$ cat src/design/lwba_pkg.sv
// ----------------------------------------------------------------------------
// lwba_pkg
// shared types and constants of the line width byte assembler
// ----------------------------------------------------------------------------
`default_nettype none

package lwba_pkg;

  // configuration register indexes
  localparam logic [2:0] REG_LINE_BUDGET  = 3'd0;
  localparam logic [2:0] REG_LETTER_WIDTH = 3'd1;
  localparam logic [2:0] REG_LETTER_COST  = 3'd2;
  localparam logic [2:0] REG_GLYPH_WIDTH  = 3'd3;
  localparam logic [2:0] REG_GLYPH_COST   = 3'd4;

  // register widths and reset values
  localparam int unsigned REG_W = 7;
  localparam logic [REG_W-1:0] RST_LINE_BUDGET  = 7'd48;
  localparam logic [REG_W-1:0] RST_LETTER_WIDTH = 7'd1;
  localparam logic [REG_W-1:0] RST_LETTER_COST  = 7'd1;
  localparam logic [REG_W-1:0] RST_GLYPH_WIDTH  = 7'd2;
  localparam logic [REG_W-1:0] RST_GLYPH_COST   = 7'd1;
  localparam logic [REG_W-1:0] UNITS_MAX        = 7'h7F;

  // special bytes
  localparam logic [7:0] CHAR_LF = 8'h0A;
  localparam logic [7:0] CHAR_CR = 8'h0D;
  localparam int unsigned GLYPH_BIT   = 7;
  localparam int unsigned GLYPH_BYTES = 2;

  // controller states
  typedef enum logic {
    ST_IDLE,
    ST_DRAIN
  } ctrl_state_e;

  // datapath to controller
  typedef struct packed {
    logic need_drain;  // accepted byte starts a line flush
    logic at_last;     // shown item closes the line
  } lwba_sts_t;

  // controller to datapath
  typedef struct packed {
    logic accept;      // input transaction this cycle
    logic step;        // output transaction this cycle
    logic done;        // final output transaction of the line
  } lwba_cmd_t;

endpackage

`default_nettype wire

$ cat src/design/lwba_ram.sv
// ----------------------------------------------------------------------------
// lwba_ram
// generic single write port, single read port ram with registered read
// ----------------------------------------------------------------------------
`default_nettype none

module lwba_ram #(
  parameter int unsigned WIDTH = 8,
  parameter int unsigned DEPTH = 64
) (
  input  wire logic                     clk_i,
  input  wire logic                     we_i,
  input  wire logic [$clog2(DEPTH)-1:0] waddr_i,
  input  wire logic [WIDTH-1:0]         wdata_i,
  input  wire logic [$clog2(DEPTH)-1:0] raddr_i,
  output      logic [WIDTH-1:0]         rdata_o
);

  logic [WIDTH-1:0] mem_q [DEPTH];
  logic [WIDTH-1:0] rdata_q;

  // write port
  always_ff @(posedge clk_i) begin
    if (we_i) begin
      mem_q[waddr_i] <= wdata_i;
    end
  end

  // registered read port
  always_ff @(posedge clk_i) begin
    rdata_q <= mem_q[raddr_i];
  end

  assign rdata_o = rdata_q;

endmodule

`default_nettype wire

$ cat src/design/lwba_ctrl.sv
// ----------------------------------------------------------------------------
// lwba_ctrl
// handshake controller: takes bytes while idle, walks the line out on a flush
// ----------------------------------------------------------------------------
`default_nettype none

module lwba_ctrl (
  input  wire logic                clk_i,
  input  wire logic                rst_ni,
  input  wire logic                in_valid_i,
  output      logic                in_ready_o,
  output      logic                out_valid_o,
  input  wire logic                out_ready_i,
  input  wire lwba_pkg::lwba_sts_t sts_i,
  output      lwba_pkg::lwba_cmd_t cmd_o
);

  lwba_pkg::ctrl_state_e state_q, state_d;

  // state register
  always_ff @(posedge clk_i or negedge rst_ni) begin
    if (!rst_ni) begin
      state_q <= lwba_pkg::ST_IDLE;
    end else begin
      state_q <= state_d;
    end
  end

  // next state
  always_comb begin
    state_d = state_q;
    case (state_q)
      lwba_pkg::ST_IDLE: begin
        if (in_valid_i && sts_i.need_drain) begin
          state_d = lwba_pkg::ST_DRAIN;
        end
      end
      lwba_pkg::ST_DRAIN: begin
        if (out_ready_i && sts_i.at_last) begin
          state_d = lwba_pkg::ST_IDLE;
        end
      end
      default: state_d = lwba_pkg::ST_IDLE;
    endcase
  end

  // outputs and commands
  always_comb begin
    in_ready_o   = 1'b0;
    out_valid_o  = 1'b0;
    cmd_o        = '0;
    case (state_q)
      lwba_pkg::ST_IDLE: begin
        in_ready_o   = 1'b1;
        cmd_o.accept = in_valid_i;
      end
      lwba_pkg::ST_DRAIN: begin
        out_valid_o = 1'b1;
        cmd_o.step  = out_ready_i;
        cmd_o.done  = out_ready_i && sts_i.at_last;
      end
      default: begin
        in_ready_o = 1'b0;
      end
    endcase
  end

endmodule

`default_nettype wire

$ cat src/design/lwba_dp.sv
// ----------------------------------------------------------------------------
// lwba_dp
// datapath: registers, budget check, line store and drain pointer
// ----------------------------------------------------------------------------
`default_nettype none

module lwba_dp #(
  parameter int unsigned BUFFER_BYTES = 64
) (
  input  wire logic                          clk_i,
  input  wire logic                          rst_ni,
  input  wire logic                          cfg_we_i,
  input  wire logic [2:0]                    cfg_idx_i,
  input  wire logic [lwba_pkg::REG_W-1:0]    cfg_wdata_i,
  input  wire logic [7:0]                    rx_byte_i,
  input  wire lwba_pkg::lwba_cmd_t           cmd_i,
  output      lwba_pkg::lwba_sts_t           sts_o,
  output      logic [7:0]                    line_byte_o,
  output      logic                          byte_present_o,
  output      logic                          line_last_o
);

  localparam int unsigned AW = $clog2(BUFFER_BYTES);
  localparam int unsigned FW = $clog2(BUFFER_BYTES + 1);
  localparam int unsigned RW = lwba_pkg::REG_W;
  localparam logic [FW-1:0] CAP = FW'(BUFFER_BYTES);

  // configuration registers
  logic [RW-1:0] budget_q, let_w_q, let_c_q, gly_w_q, gly_c_q;

  // line state
  logic [FW-1:0] fill_q, fill_d;
  logic [RW-1:0] used_q, used_d;
  logic          glyph_q, glyph_d;
  logic [AW-1:0] ptr_q, ptr_d;
  logic [7:0]    byte_q;
  logic          pend_q, pend_d;

  // decode and budget check
  logic          is_lf, is_cr, is_glyph, flush, store_now;
  logic [RW-1:0] rest, cost, base;
  logic [RW:0]   sum;
  logic [FW:0]   fill_two;

  // store port
  logic          we;
  logic [AW-1:0] waddr;
  logic [7:0]    wdata;
  logic [7:0]    rdata;

  // register writes
  always_ff @(posedge clk_i or negedge rst_ni) begin
    if (!rst_ni) begin
      budget_q <= lwba_pkg::RST_LINE_BUDGET;
      let_w_q  <= lwba_pkg::RST_LETTER_WIDTH;
      let_c_q  <= lwba_pkg::RST_LETTER_COST;
      gly_w_q  <= lwba_pkg::RST_GLYPH_WIDTH;
      gly_c_q  <= lwba_pkg::RST_GLYPH_COST;
    end else if (cfg_we_i) begin
      case (cfg_idx_i)
        lwba_pkg::REG_LINE_BUDGET:  budget_q <= cfg_wdata_i;
        lwba_pkg::REG_LETTER_WIDTH: let_w_q  <= cfg_wdata_i;
        lwba_pkg::REG_LETTER_COST:  let_c_q  <= cfg_wdata_i;
        lwba_pkg::REG_GLYPH_WIDTH:  gly_w_q  <= cfg_wdata_i;
        lwba_pkg::REG_GLYPH_COST:   gly_c_q  <= cfg_wdata_i;
        default: ;
      endcase
    end
  end

  // byte class, remaining budget and flush decision
  always_comb begin
    is_lf    = (rx_byte_i == lwba_pkg::CHAR_LF);
    is_cr    = (rx_byte_i == lwba_pkg::CHAR_CR);
    is_glyph = rx_byte_i[lwba_pkg::GLYPH_BIT];
    rest     = (budget_q > used_q) ? (budget_q - used_q) : '0;
    fill_two = {1'b0, fill_q} + (FW + 1)'(lwba_pkg::GLYPH_BYTES);
    if (is_glyph) begin
      cost = gly_c_q;
      if (!glyph_q) begin
        flush = (rest < gly_w_q) || (fill_two > {1'b0, CAP});
      end else begin
        flush = (fill_q >= CAP);
      end
    end else begin
      cost  = let_c_q;
      flush = (rest < let_w_q) || (fill_q >= CAP);
    end
    base      = flush ? '0 : used_q;
    sum       = {1'b0, base} + {1'b0, cost};
    store_now = !is_lf && !is_cr && !flush;
  end

  assign sts_o.need_drain = is_lf || (!is_cr && flush);
  assign sts_o.at_last    = (fill_q == '0) || ({1'b0, ptr_q} + FW'(1) == fill_q);

  // next line state
  always_comb begin
    fill_d  = fill_q;
    used_d  = used_q;
    glyph_d = glyph_q;
    pend_d  = pend_q;
    ptr_d   = ptr_q;
    if (cmd_i.accept) begin
      ptr_d  = '0;
      pend_d = !is_lf && !is_cr;
      if (is_lf) begin
        used_d = '0;
      end else if (!is_cr) begin
        used_d = sum[RW] ? lwba_pkg::UNITS_MAX : sum[RW-1:0];
        if (is_glyph) begin
          glyph_d = !glyph_q;
        end
        if (store_now) begin
          fill_d = fill_q + FW'(1);
        end
      end
    end else if (cmd_i.done) begin
      fill_d = pend_q ? FW'(1) : '0;
      pend_d = 1'b0;
    end else if (cmd_i.step) begin
      ptr_d = ptr_q + AW'(1);
    end
  end

  // line state registers
  always_ff @(posedge clk_i or negedge rst_ni) begin
    if (!rst_ni) begin
      fill_q  <= '0;
      used_q  <= '0;
      glyph_q <= 1'b0;
      pend_q  <= 1'b0;
      ptr_q   <= '0;
    end else begin
      fill_q  <= fill_d;
      used_q  <= used_d;
      glyph_q <= glyph_d;
      pend_q  <= pend_d;
      ptr_q   <= ptr_d;
    end
  end

  // held byte for a store after the flush
  always_ff @(posedge clk_i) begin
    if (cmd_i.accept) begin
      byte_q <= rx_byte_i;
    end
  end

  // store write: now, or at slot zero once the flush is out
  always_comb begin
    we    = 1'b0;
    waddr = fill_q[AW-1:0];
    wdata = rx_byte_i;
    if (cmd_i.accept && store_now) begin
      we = 1'b1;
    end else if (cmd_i.done && pend_q) begin
      we    = 1'b1;
      waddr = '0;
      wdata = byte_q;
    end
  end

  // read address is ptr_d, so the registered rdata shows entry ptr_q
  lwba_ram #(
    .WIDTH (8),
    .DEPTH (BUFFER_BYTES)
  ) u_store (
    .clk_i   (clk_i),
    .we_i    (we),
    .waddr_i (waddr),
    .wdata_i (wdata),
    .raddr_i (ptr_d),
    .rdata_o (rdata)
  );

  // output item
  assign byte_present_o = (fill_q != '0);
  assign line_byte_o    = byte_present_o ? rdata : 8'h00;
  assign line_last_o    = sts_o.at_last;

endmodule

`default_nettype wire

$ cat src/design/line_width_byte_assembler.sv
// ----------------------------------------------------------------------------
// line_width_byte_assembler
// collects text bytes into width-limited lines and streams each line out
// ----------------------------------------------------------------------------
//  channel   dir   handshake                      payload
//  s_axis    in    s_axis_tvalid / s_axis_tready  tdata = rx_byte
//  m_axis    out   m_axis_tvalid / m_axis_tready  tdata = line_byte,
//                                                 tuser = byte_present,
//                                                 tlast = line_last
//  cfg       in    cfg_we_i                       cfg_idx_i, cfg_wdata_i
//
//  a byte that does not flush is taken while idle; a flush accepts its byte,
//  then walks out the output items, the stored bytes or the single empty-line
//  item, from a line store with one registered read port that gives out one
//  entry a cycle while m_axis_tready is high.
//  s_axis_tready is low while a line drains; m_axis_tready low holds the item.
//  reset clears the counters and state, the line store needs no clearing.
// ----------------------------------------------------------------------------
`default_nettype none

module line_width_byte_assembler #(
  parameter int unsigned BUFFER_BYTES = 64
) (
  input  wire logic       clk_i,
  input  wire logic       rst_ni,
  // rx_byte [7:0]
  input  wire logic [7:0] s_axis_tdata,
  input  wire logic       s_axis_tvalid,
  output      logic       s_axis_tready,
  // line_byte [7:0]
  output      logic [7:0] m_axis_tdata,
  // byte_present [0]
  output      logic       m_axis_tuser,
  output      logic       m_axis_tlast,
  output      logic       m_axis_tvalid,
  input  wire logic       m_axis_tready,
  input  wire logic       cfg_we_i,
  input  wire logic [2:0] cfg_idx_i,
  input  wire logic [6:0] cfg_wdata_i
);

  lwba_pkg::lwba_sts_t sts;
  lwba_pkg::lwba_cmd_t cmd;

  // handshake controller
  lwba_ctrl u_ctrl (
    .clk_i       (clk_i),
    .rst_ni      (rst_ni),
    .in_valid_i  (s_axis_tvalid),
    .in_ready_o  (s_axis_tready),
    .out_valid_o (m_axis_tvalid),
    .out_ready_i (m_axis_tready),
    .sts_i       (sts),
    .cmd_o       (cmd)
  );

  // line datapath
  lwba_dp #(
    .BUFFER_BYTES (BUFFER_BYTES)
  ) u_dp (
    .clk_i          (clk_i),
    .rst_ni         (rst_ni),
    .cfg_we_i       (cfg_we_i),
    .cfg_idx_i      (cfg_idx_i),
    .cfg_wdata_i    (cfg_wdata_i),
    .rx_byte_i      (s_axis_tdata),
    .cmd_i          (cmd),
    .sts_o          (sts),
    .line_byte_o    (m_axis_tdata),
    .byte_present_o (m_axis_tuser),
    .line_last_o    (m_axis_tlast)
  );

endmodule

`default_nettype wire

$ cat config.mk
export PLATFORM = sky130hd
export DESIGN_NAME = line_width_byte_assembler
export DESIGN_NICKNAME = d
export VERILOG_FILES = /design/src/design/lwba_pkg.sv /design/src/design/lwba_ram.sv /design/src/design/lwba_ctrl.sv /design/src/design/lwba_dp.sv /design/src/design/line_width_byte_assembler.sv
export SDC_FILE = /design/constraint.sdc
export NUM_CORES = 1
export LEC_CHECK = 0
export BUFFER_PORTS_ARGS = -buffer_cell sky130_fd_sc_hd__buf_4
export CORE_MARGIN = 4
export CORE_UTILIZATION = 56
export DETAILED_ROUTE_END_ITERATION = 8
export PLACE_DENSITY_LB_ADDON = 0.15
export SLEW_MARGIN = 20
export SYNTH_ARGS = -nofsm -noshare
export SYNTH_HDL_FRONTEND = slang
export SYNTH_SLANG_ARGS = --single-unit
export TNS_END_PERCENT = 20
$ cat constraint.sdc
create_clock -name clk_i -period 10.3 [get_ports clk_i]
set_clock_uncertainty 0.2 [all_clocks]
set_input_delay 2.06 -clock clk_i [delete_from_list [all_inputs] [get_ports clk_i]]
set_output_delay 2.06 -clock clk_i [all_outputs]
set_load 0.02 [all_outputs]
==> results of run 1 <==
-- final cells by class --
class                      count  area (um2)
sequential                   586       17200
fill                        3249       16300
multi-input combinational    996        7230
clock buffer                  87        1620
tap                          592         741
timing repair buffer          90         676
clock inverter                22         280
inverter                      44         173
-- final timing paths --
check / start / endpoint / slack [ns] / depth (start not counted)
max: u_dp.fill_q[4] / u_dp.u_store.rdata_o[3] / 3.25 / 14
min: u_dp.used_q[5] / u_dp.used_q[5] / 0.27 / 2
max reg2reg: u_dp.fill_q[4] / u_dp.u_store.rdata_o[3] / 3.25 / 14
min reg2reg: u_dp.used_q[5] / u_dp.used_q[5] / 0.27 / 2
max in group asynchronous: rst_ni / u_dp.gly_w_q[4] / 8.04 / 1
min in group asynchronous: rst_ni / u_ctrl.state_q / 1.32 / 1
-- state kept, by name, summed over array words and instances (netlist names) --
signal	count
u_dp.ptr_q	6
u_dp.let_w_q	7
u_dp.gly_c_q	7
u_dp.u_store.rdata_o	8
u_dp.used_q	7
u_dp.glyph_q	1
u_dp.u_store.mem_q	512
u_dp.budget_q	7
u_dp.gly_w_q	7
u_dp.fill_q	7
u_ctrl.state_q	1
u_dp.byte_q	8
u_dp.pend_q	1
u_dp.let_c_q	7
-- routing by layer --
metal | global-route usage [%] | part of all wire [%]
met4 | 7.42 | 2.5
met3 | 4.47 | 8.1
met1 | 36.9 | 42
met2 | 41.4 | 48
met5 | 0 | 0
-- critical path: stages, from the launching register on --
cell,delay [ns]
dfrtp_1,0.57
or3_1,0.67
o41ai_2,0.79
and2_1,0.25
a21oi_2,0.05
nand3_2,0.08
buf_4,0.68
nand2_4,0.58
inv_8,0.85
buf_4,0.72
mux2i_1,0.17
a222oi_1,0.37
nor2_1,0.07
nor4_1,0.48
a32o_1,0.20
-- synthesized netlist by cell type (17+ instances only) --
master / n
a211oi_1: 26
nor2_1: 51
clkbuf_1: 45
xnor2_1: 18
mux2i_1: 159
nor2b_1: 22
mux2_2: 61
a21oi_1: 21
nand3_1: 27
o21ai_0: 29
buf_2: 34
ha_1: 24
nor3_1: 17
dfrtp_1: 52
a31oi_1: 22
a311oi_1: 17
edfxtp_1: 520
nor4_1: 38
inv_1: 43
nand2_1: 220
a32oi_1: 35
-- power by group through the flow --
stage                     Clock (mW)  Combinational (mW)  Sequential [mW]
after detailed placement           0                2.56             2.90
final                           2.12                2.57             2.86
after global routing            2.26                2.78             2.87
after global placement             0                2.52             2.90
after CTS                       2.15                2.57             2.86
after floorplan                    0                1.92             2.88
-- logic make-up (layout without fill, tap and decap cells) --
family	Yosys count	after routing	share of synthesized area, %
buffers and inverters	149	243	2.79
xor gates and xnor gates	24	24	0.839
DFF	586	586	68.8
muxes	220	220	9.10
AOI/OAI and AO/OA	280	280	8.69
and+or+nand+nor	445	445	8.38
adders and majority gates	27	27	1.40
-- stage by stage --
stage	instances	hold WS (ns)	utilization, %	instance area (um2)
floorplan	1731	0.239	-	25000
global placement	2308	0.255	58.8	26000
detailed placement	2308	0.256	58.9	26000
CTS	2417	0.270	63.2	27900
global route	2417	0.302	63.2	28000
finish	2417	0.267	63.2	28000
-- cells in the final DEF (no fill, tap or decap), types with 15 or more instances in the layout --
cell type  count
a32oi_1       35
mux2i_1      159
nand3_1       27
nor4_1        34
a311oi_1      17
a32o_1        15
a31oi_1       22
nor2b_1       22
mux2_2        61
and2_1        16
dfrtp_1       52
clkbuf_1      24
a21oi_1       19
xnor2_1       18
buf_4         90
edfxtp_1     520
o21ai_0       29
nor2_1        51
inv_1         43
a211oi_1      25
clkbuf_16     59
a22oi_1       16
ha_1          24
nand2_1      220
==> results.sh, run 1 <==
export IMPL_p_seq_share_pct=37.8
export IMPL_ys_seq_elements=586
export IMPL_cts_hold_buf=0
export IMPL_cts_sinks=586
export IMPL_wirelength_mm=61.6
export IMPL_num_vias=15200
export IMPL_irDropWorstVdd_v=0.000347
export IMPL_fin_nets=1825
export IMPL_yosysSeqAreaShare_pct=68.8
export IMPL_postCtsSetupBuffers=0
export IMPL_synth_edff_count=520
export IMPL_hpwl_mm=37.7
export IMPL_core_um2=44200
export IMPL_async_reset_ff_share_pct=9.90
export IMPL_swShare_pct=34.3
export IMPL_netlist_top_cell_by_area="edfxtp_1"
export IMPL_place_congestion=0.876
export IMPL_power_leakage_nw=9.63
export IMPL_min_period_ns=7.05
export IMPL_die_w_um=219
export IMPL_p_switching_mw=2.59
export IMPL_grt_pass1_vias=15100
export IMPL_post_cts_resize_count=0
export IMPL_rsz0062_at_grt="no"
export IMPL_internal_power_mw=4.96
export IMPL_pwr_density_cell_nw_per_um2=270
export IMPL_layout_setup_ws_ns=3.25
export IMPL_tightest_slew_ns=1.18
export IMPL_startpoint_type="flip-flop"
export IMPL_ys_flop_type="edfxtp_1"
export IMPL_finalSetupViolations=0
export IMPL_status="finished, final reports clean"
export IMPL_ys_warn_count=0
export IMPL_crit_type="flip-flop to flip-flop"
export IMPL_cts_tree="yes"
export IMPL_place_ws_ns=2.87
export IMPL_syn_area_um2=25000
export IMPL_drv_slew=0
export IMPL_avgSynthCellArea_um2=14.5
export IMPL_end_kind="flip-flop"
export IMPL_cts_buffer_depth=3
export IMPL_power_total_mw=7.55
export IMPL_area_growth_pct=11.6
export IMPL_first_iter_violations=1810
export IMPL_io_pins=35
export IMPL_antenna_found_initial=0
export IMPL_num_rows=77
export IMPL_cts_root_buf="clkbuf_16"
export IMPL_clkPwrFrac_pct=28.1
export IMPL_drc=0
export IMPL_path_max_fanout=111
export IMPL_worstPathRequired_ns=10.65
export IMPL_diodes=0
export IMPL_grt_total_usage_pct=25.8
export IMPL_pwr_share_comb_pct=34.1
export IMPL_cap_viol_max_count=0
export IMPL_critPathArrivalTime_ns=7.40
export IMPL_vias_per_cell=6.29
export IMPL_cts_buffers=58
export IMPL_start_util_pct=56.6
export IMPL_fin_crit_sh_pct=68.5
export IMPL_grt_pass1_wl_mm=93.7
export IMPL_yosys_cell_types_count=77
export IMPL_die_h_um=219
export IMPL_cts_htree_levels=2
export IMPL_yosys_area_top_type_share_pct=62.3
export IMPL_dr_pass1_iters=6
export IMPL_hold_viol_final=0
export IMPL_fin_tns_setup_ns=0
export IMPL_min_delay_path_class="flip-flop to flip-flop"
export IMPL_gr_total_overflow=0
export IMPL_path_clk_slew_ns=0.06
export IMPL_ant_nets=0
export IMPL_synth_area_leaders="edfxtp_1 62%, mux2i_1 6.4%, dfrtp_1 5.2%, nand2_1 3.3%, mux2_2 2.7%"
export IMPL_drive_gt1_share_pct=14.5
export IMPL_port_buffer_count=34
export IMPL_die_area_um2=48200
export IMPL_synth_nets=1780
export IMPL_routedWlPerCell_um=25.5
export IMPL_syn_inst=1731
export IMPL_max_freq_ghz=0.142
export IMPL_grt_start_max_net_pins=112
export IMPL_slew_headroom_pct=20.6
export IMPL_worstSkewPairLatency_ns=0.61
(Power assumes the default switching activity.)
==> run 2, diff against run 1 <==
- clock period: 10.3 -> 6.55 ns (I/O delays scaled with it)
==> results.sh, run 2 (synthesis gave the netlist of run 1 again) <==
export IMPL_ant_nets=0
export IMPL_gr_total_overflow=0
export IMPL_path_clk_slew_ns=0.06
export IMPL_min_period_ns=6.00
export IMPL_fin_crit_sh_pct=91.6
export IMPL_cts_sinks=586
export IMPL_crit_start="u_dp.used_q[1]"
export IMPL_dr_pass1_iters=7
export IMPL_worstSkewPairLatency_ns=0.60
export IMPL_port_buffer_count=34
export IMPL_r2r_start="u_dp.used_q[1]"
export IMPL_n_fill_cell=3287
export IMPL_grt_total_usage_pct=25.8
export IMPL_cts_root_buf="clkbuf_16"
export IMPL_cts_buffers=57
export IMPL_swShare_pct=35.3
export IMPL_path_max_fanout=8
export IMPL_drc=0
export IMPL_hpwl_mm=39.4
export IMPL_stdcell_area_um2=28000
export IMPL_die_h_um=219
export IMPL_start_util_pct=56.6
export IMPL_p_switching_mw=4.19
export IMPL_grt_pass1_wl_mm=92.7
export IMPL_die_area_um2=48200
export IMPL_crit_type="flip-flop to flip-flop"
export IMPL_largest_register_ff_count=512
export IMPL_pwr_density_cell_nw_per_um2=423
export IMPL_wirelength_mm=61.9
export IMPL_cts_buffer_depth=3
export IMPL_startpoint_type="flip-flop"
export IMPL_routedWlPerCell_um=25.5
export IMPL_layout_commonest_cell="edfxtp_1"
export IMPL_hold_start="u_dp.used_q[2]"
export IMPL_layout_setup_ws_ns=0.551
export IMPL_finalSetupViolations=0
export IMPL_cts_htree_levels=2
export IMPL_postCtsSetupBuffers=0
export IMPL_power_leakage_nw=9.67
export IMPL_fin_nets=1839
export IMPL_r2r_cells=24
export IMPL_first_iter_violations=1823
export IMPL_cts_tree="yes"
export IMPL_die_w_um=219
export IMPL_post_cts_resize_count=0
export IMPL_io_pins=35
export IMPL_hold_viol_final=0
export IMPL_most_common_layout_cells="520 x edfxtp_1, 220 x nand2_1, 159 x mux2i_1"
export IMPL_largest_register="u_dp.u_store.mem_q"
export IMPL_cap_viol_max_count=0
export IMPL_hold_depth=2
export IMPL_place_ws_ns=0.736
export IMPL_drv_slew=0
export IMPL_grt_start_max_net_pins=120
export IMPL_max_freq_ghz=0.167
export IMPL_pwr_share_comb_pct=35.9
export IMPL_min_delay_path_class="flip-flop to flip-flop"
export IMPL_grt_pass1_vias=15000
export IMPL_area_growth_pct=11.8
export IMPL_place_congestion=0.891
export IMPL_fin_tns_setup_ns=0
export IMPL_power_total_mw=11.9
export IMPL_cts_hold_buf=0
export IMPL_slew_headroom_pct=23.1
export IMPL_whs_ns=0.271
export IMPL_diodes=0
export IMPL_clkPwrFrac_pct=26.2
export IMPL_rsz0062_at_grt="no"
export IMPL_reg2reg_slack_ns=0.55
export IMPL_drive_gt1_share_pct=15.2
export IMPL_vias_per_cell=6.29
export IMPL_tightest_slew_ns=1.14
export IMPL_num_vias=15300
export IMPL_num_rows=77
export IMPL_status="finished, final reports clean"
export IMPL_p_seq_share_pct=37.8
export IMPL_end_kind="flip-flop"
export IMPL_place_area_um2=26200
export IMPL_critPathArrivalTime_ns=6.28
export IMPL_antenna_found_initial=0
export IMPL_internal_power_mw=7.67
export IMPL_worstPathRequired_ns=6.83
export IMPL_core_um2=44200
export IMPL_irDropWorstVdd_v=0.000337
## run 2: worst max-delay path, cell delays in order (launching register included)
cell,delay [ns]
dfrtp_1,0.38
inv_1,0.13
ha_1,0.26
nor2b_1,0.13
o21ai_1,0.25
a21oi_1,0.15
o221ai_1,0.43
nor2_1,0.16
ha_1,0.33
nand2b_1,0.09
o21bai_1,0.08
maj3_1,0.38
a2111o_1,0.43
o22ai_1,0.59
nor2_1,0.14
ha_1,0.31
a21o_1,0.18
a21oi_1,0.25
o21bai_1,0.10
a21oi_1,0.24
nor2b_1,0.08
o21ai_0,0.15
nand2b_1,0.17
o21ai_0,0.21
nand2_1,0.08
## run 2: layout make-up
class                           instances  area [um2]  area share (%)
Sequential cell                       586       17200            61.6
Multi-Input combinational cell        996        7240            25.9
Clock buffer                           87        1660            5.94
Timing Repair Buffer                  105         826            2.95
Tap cell                              592         741            2.65
Inverter                               44         173           0.617
Clock inverter                         19         114           0.407
## run 2: worst paths after layout
path / to
setup / recovery: u_dp.used_q[5]
hold / removal: u_dp.used_q[2]
setup reg to reg: u_dp.used_q[5]
hold reg to reg: u_dp.used_q[2]
max in group asynchronous: u_dp.gly_w_q[6]
min in group asynchronous: u_ctrl.state_q
## run 2: power by group through the flow
stage	registers, mW	clock network (mW)	logic [mW]
finish	4.48	3.11	4.26
global route	4.50	3.32	4.58
CTS	4.48	3.17	4.23
detailed placement	4.56	0	4.21
global placement	4.55	0	4.14
floorplan	4.52	0	3.02
## run 2: layer usage
metal / track usage [%] / vias to the layer above / wire (um)
li1: - / 6828 / -
met1: 36.6 / 7609 / 25600
met2: 40.8 / 726 / 29200
met3: 5.27 / 126 / 5310
met4: 7.86 / 0 / 1720
met5: 0 / - / 0
## run 2: metrics by stage
step / util, % / std cells
final: 63.3 / 2429
after floorplan: - / 1731
after CTS: 63.2 / 2429
after detailed placement: 59.2 / 2323
after global routing: 63.3 / 2429
after global placement: 59.1 / 2323
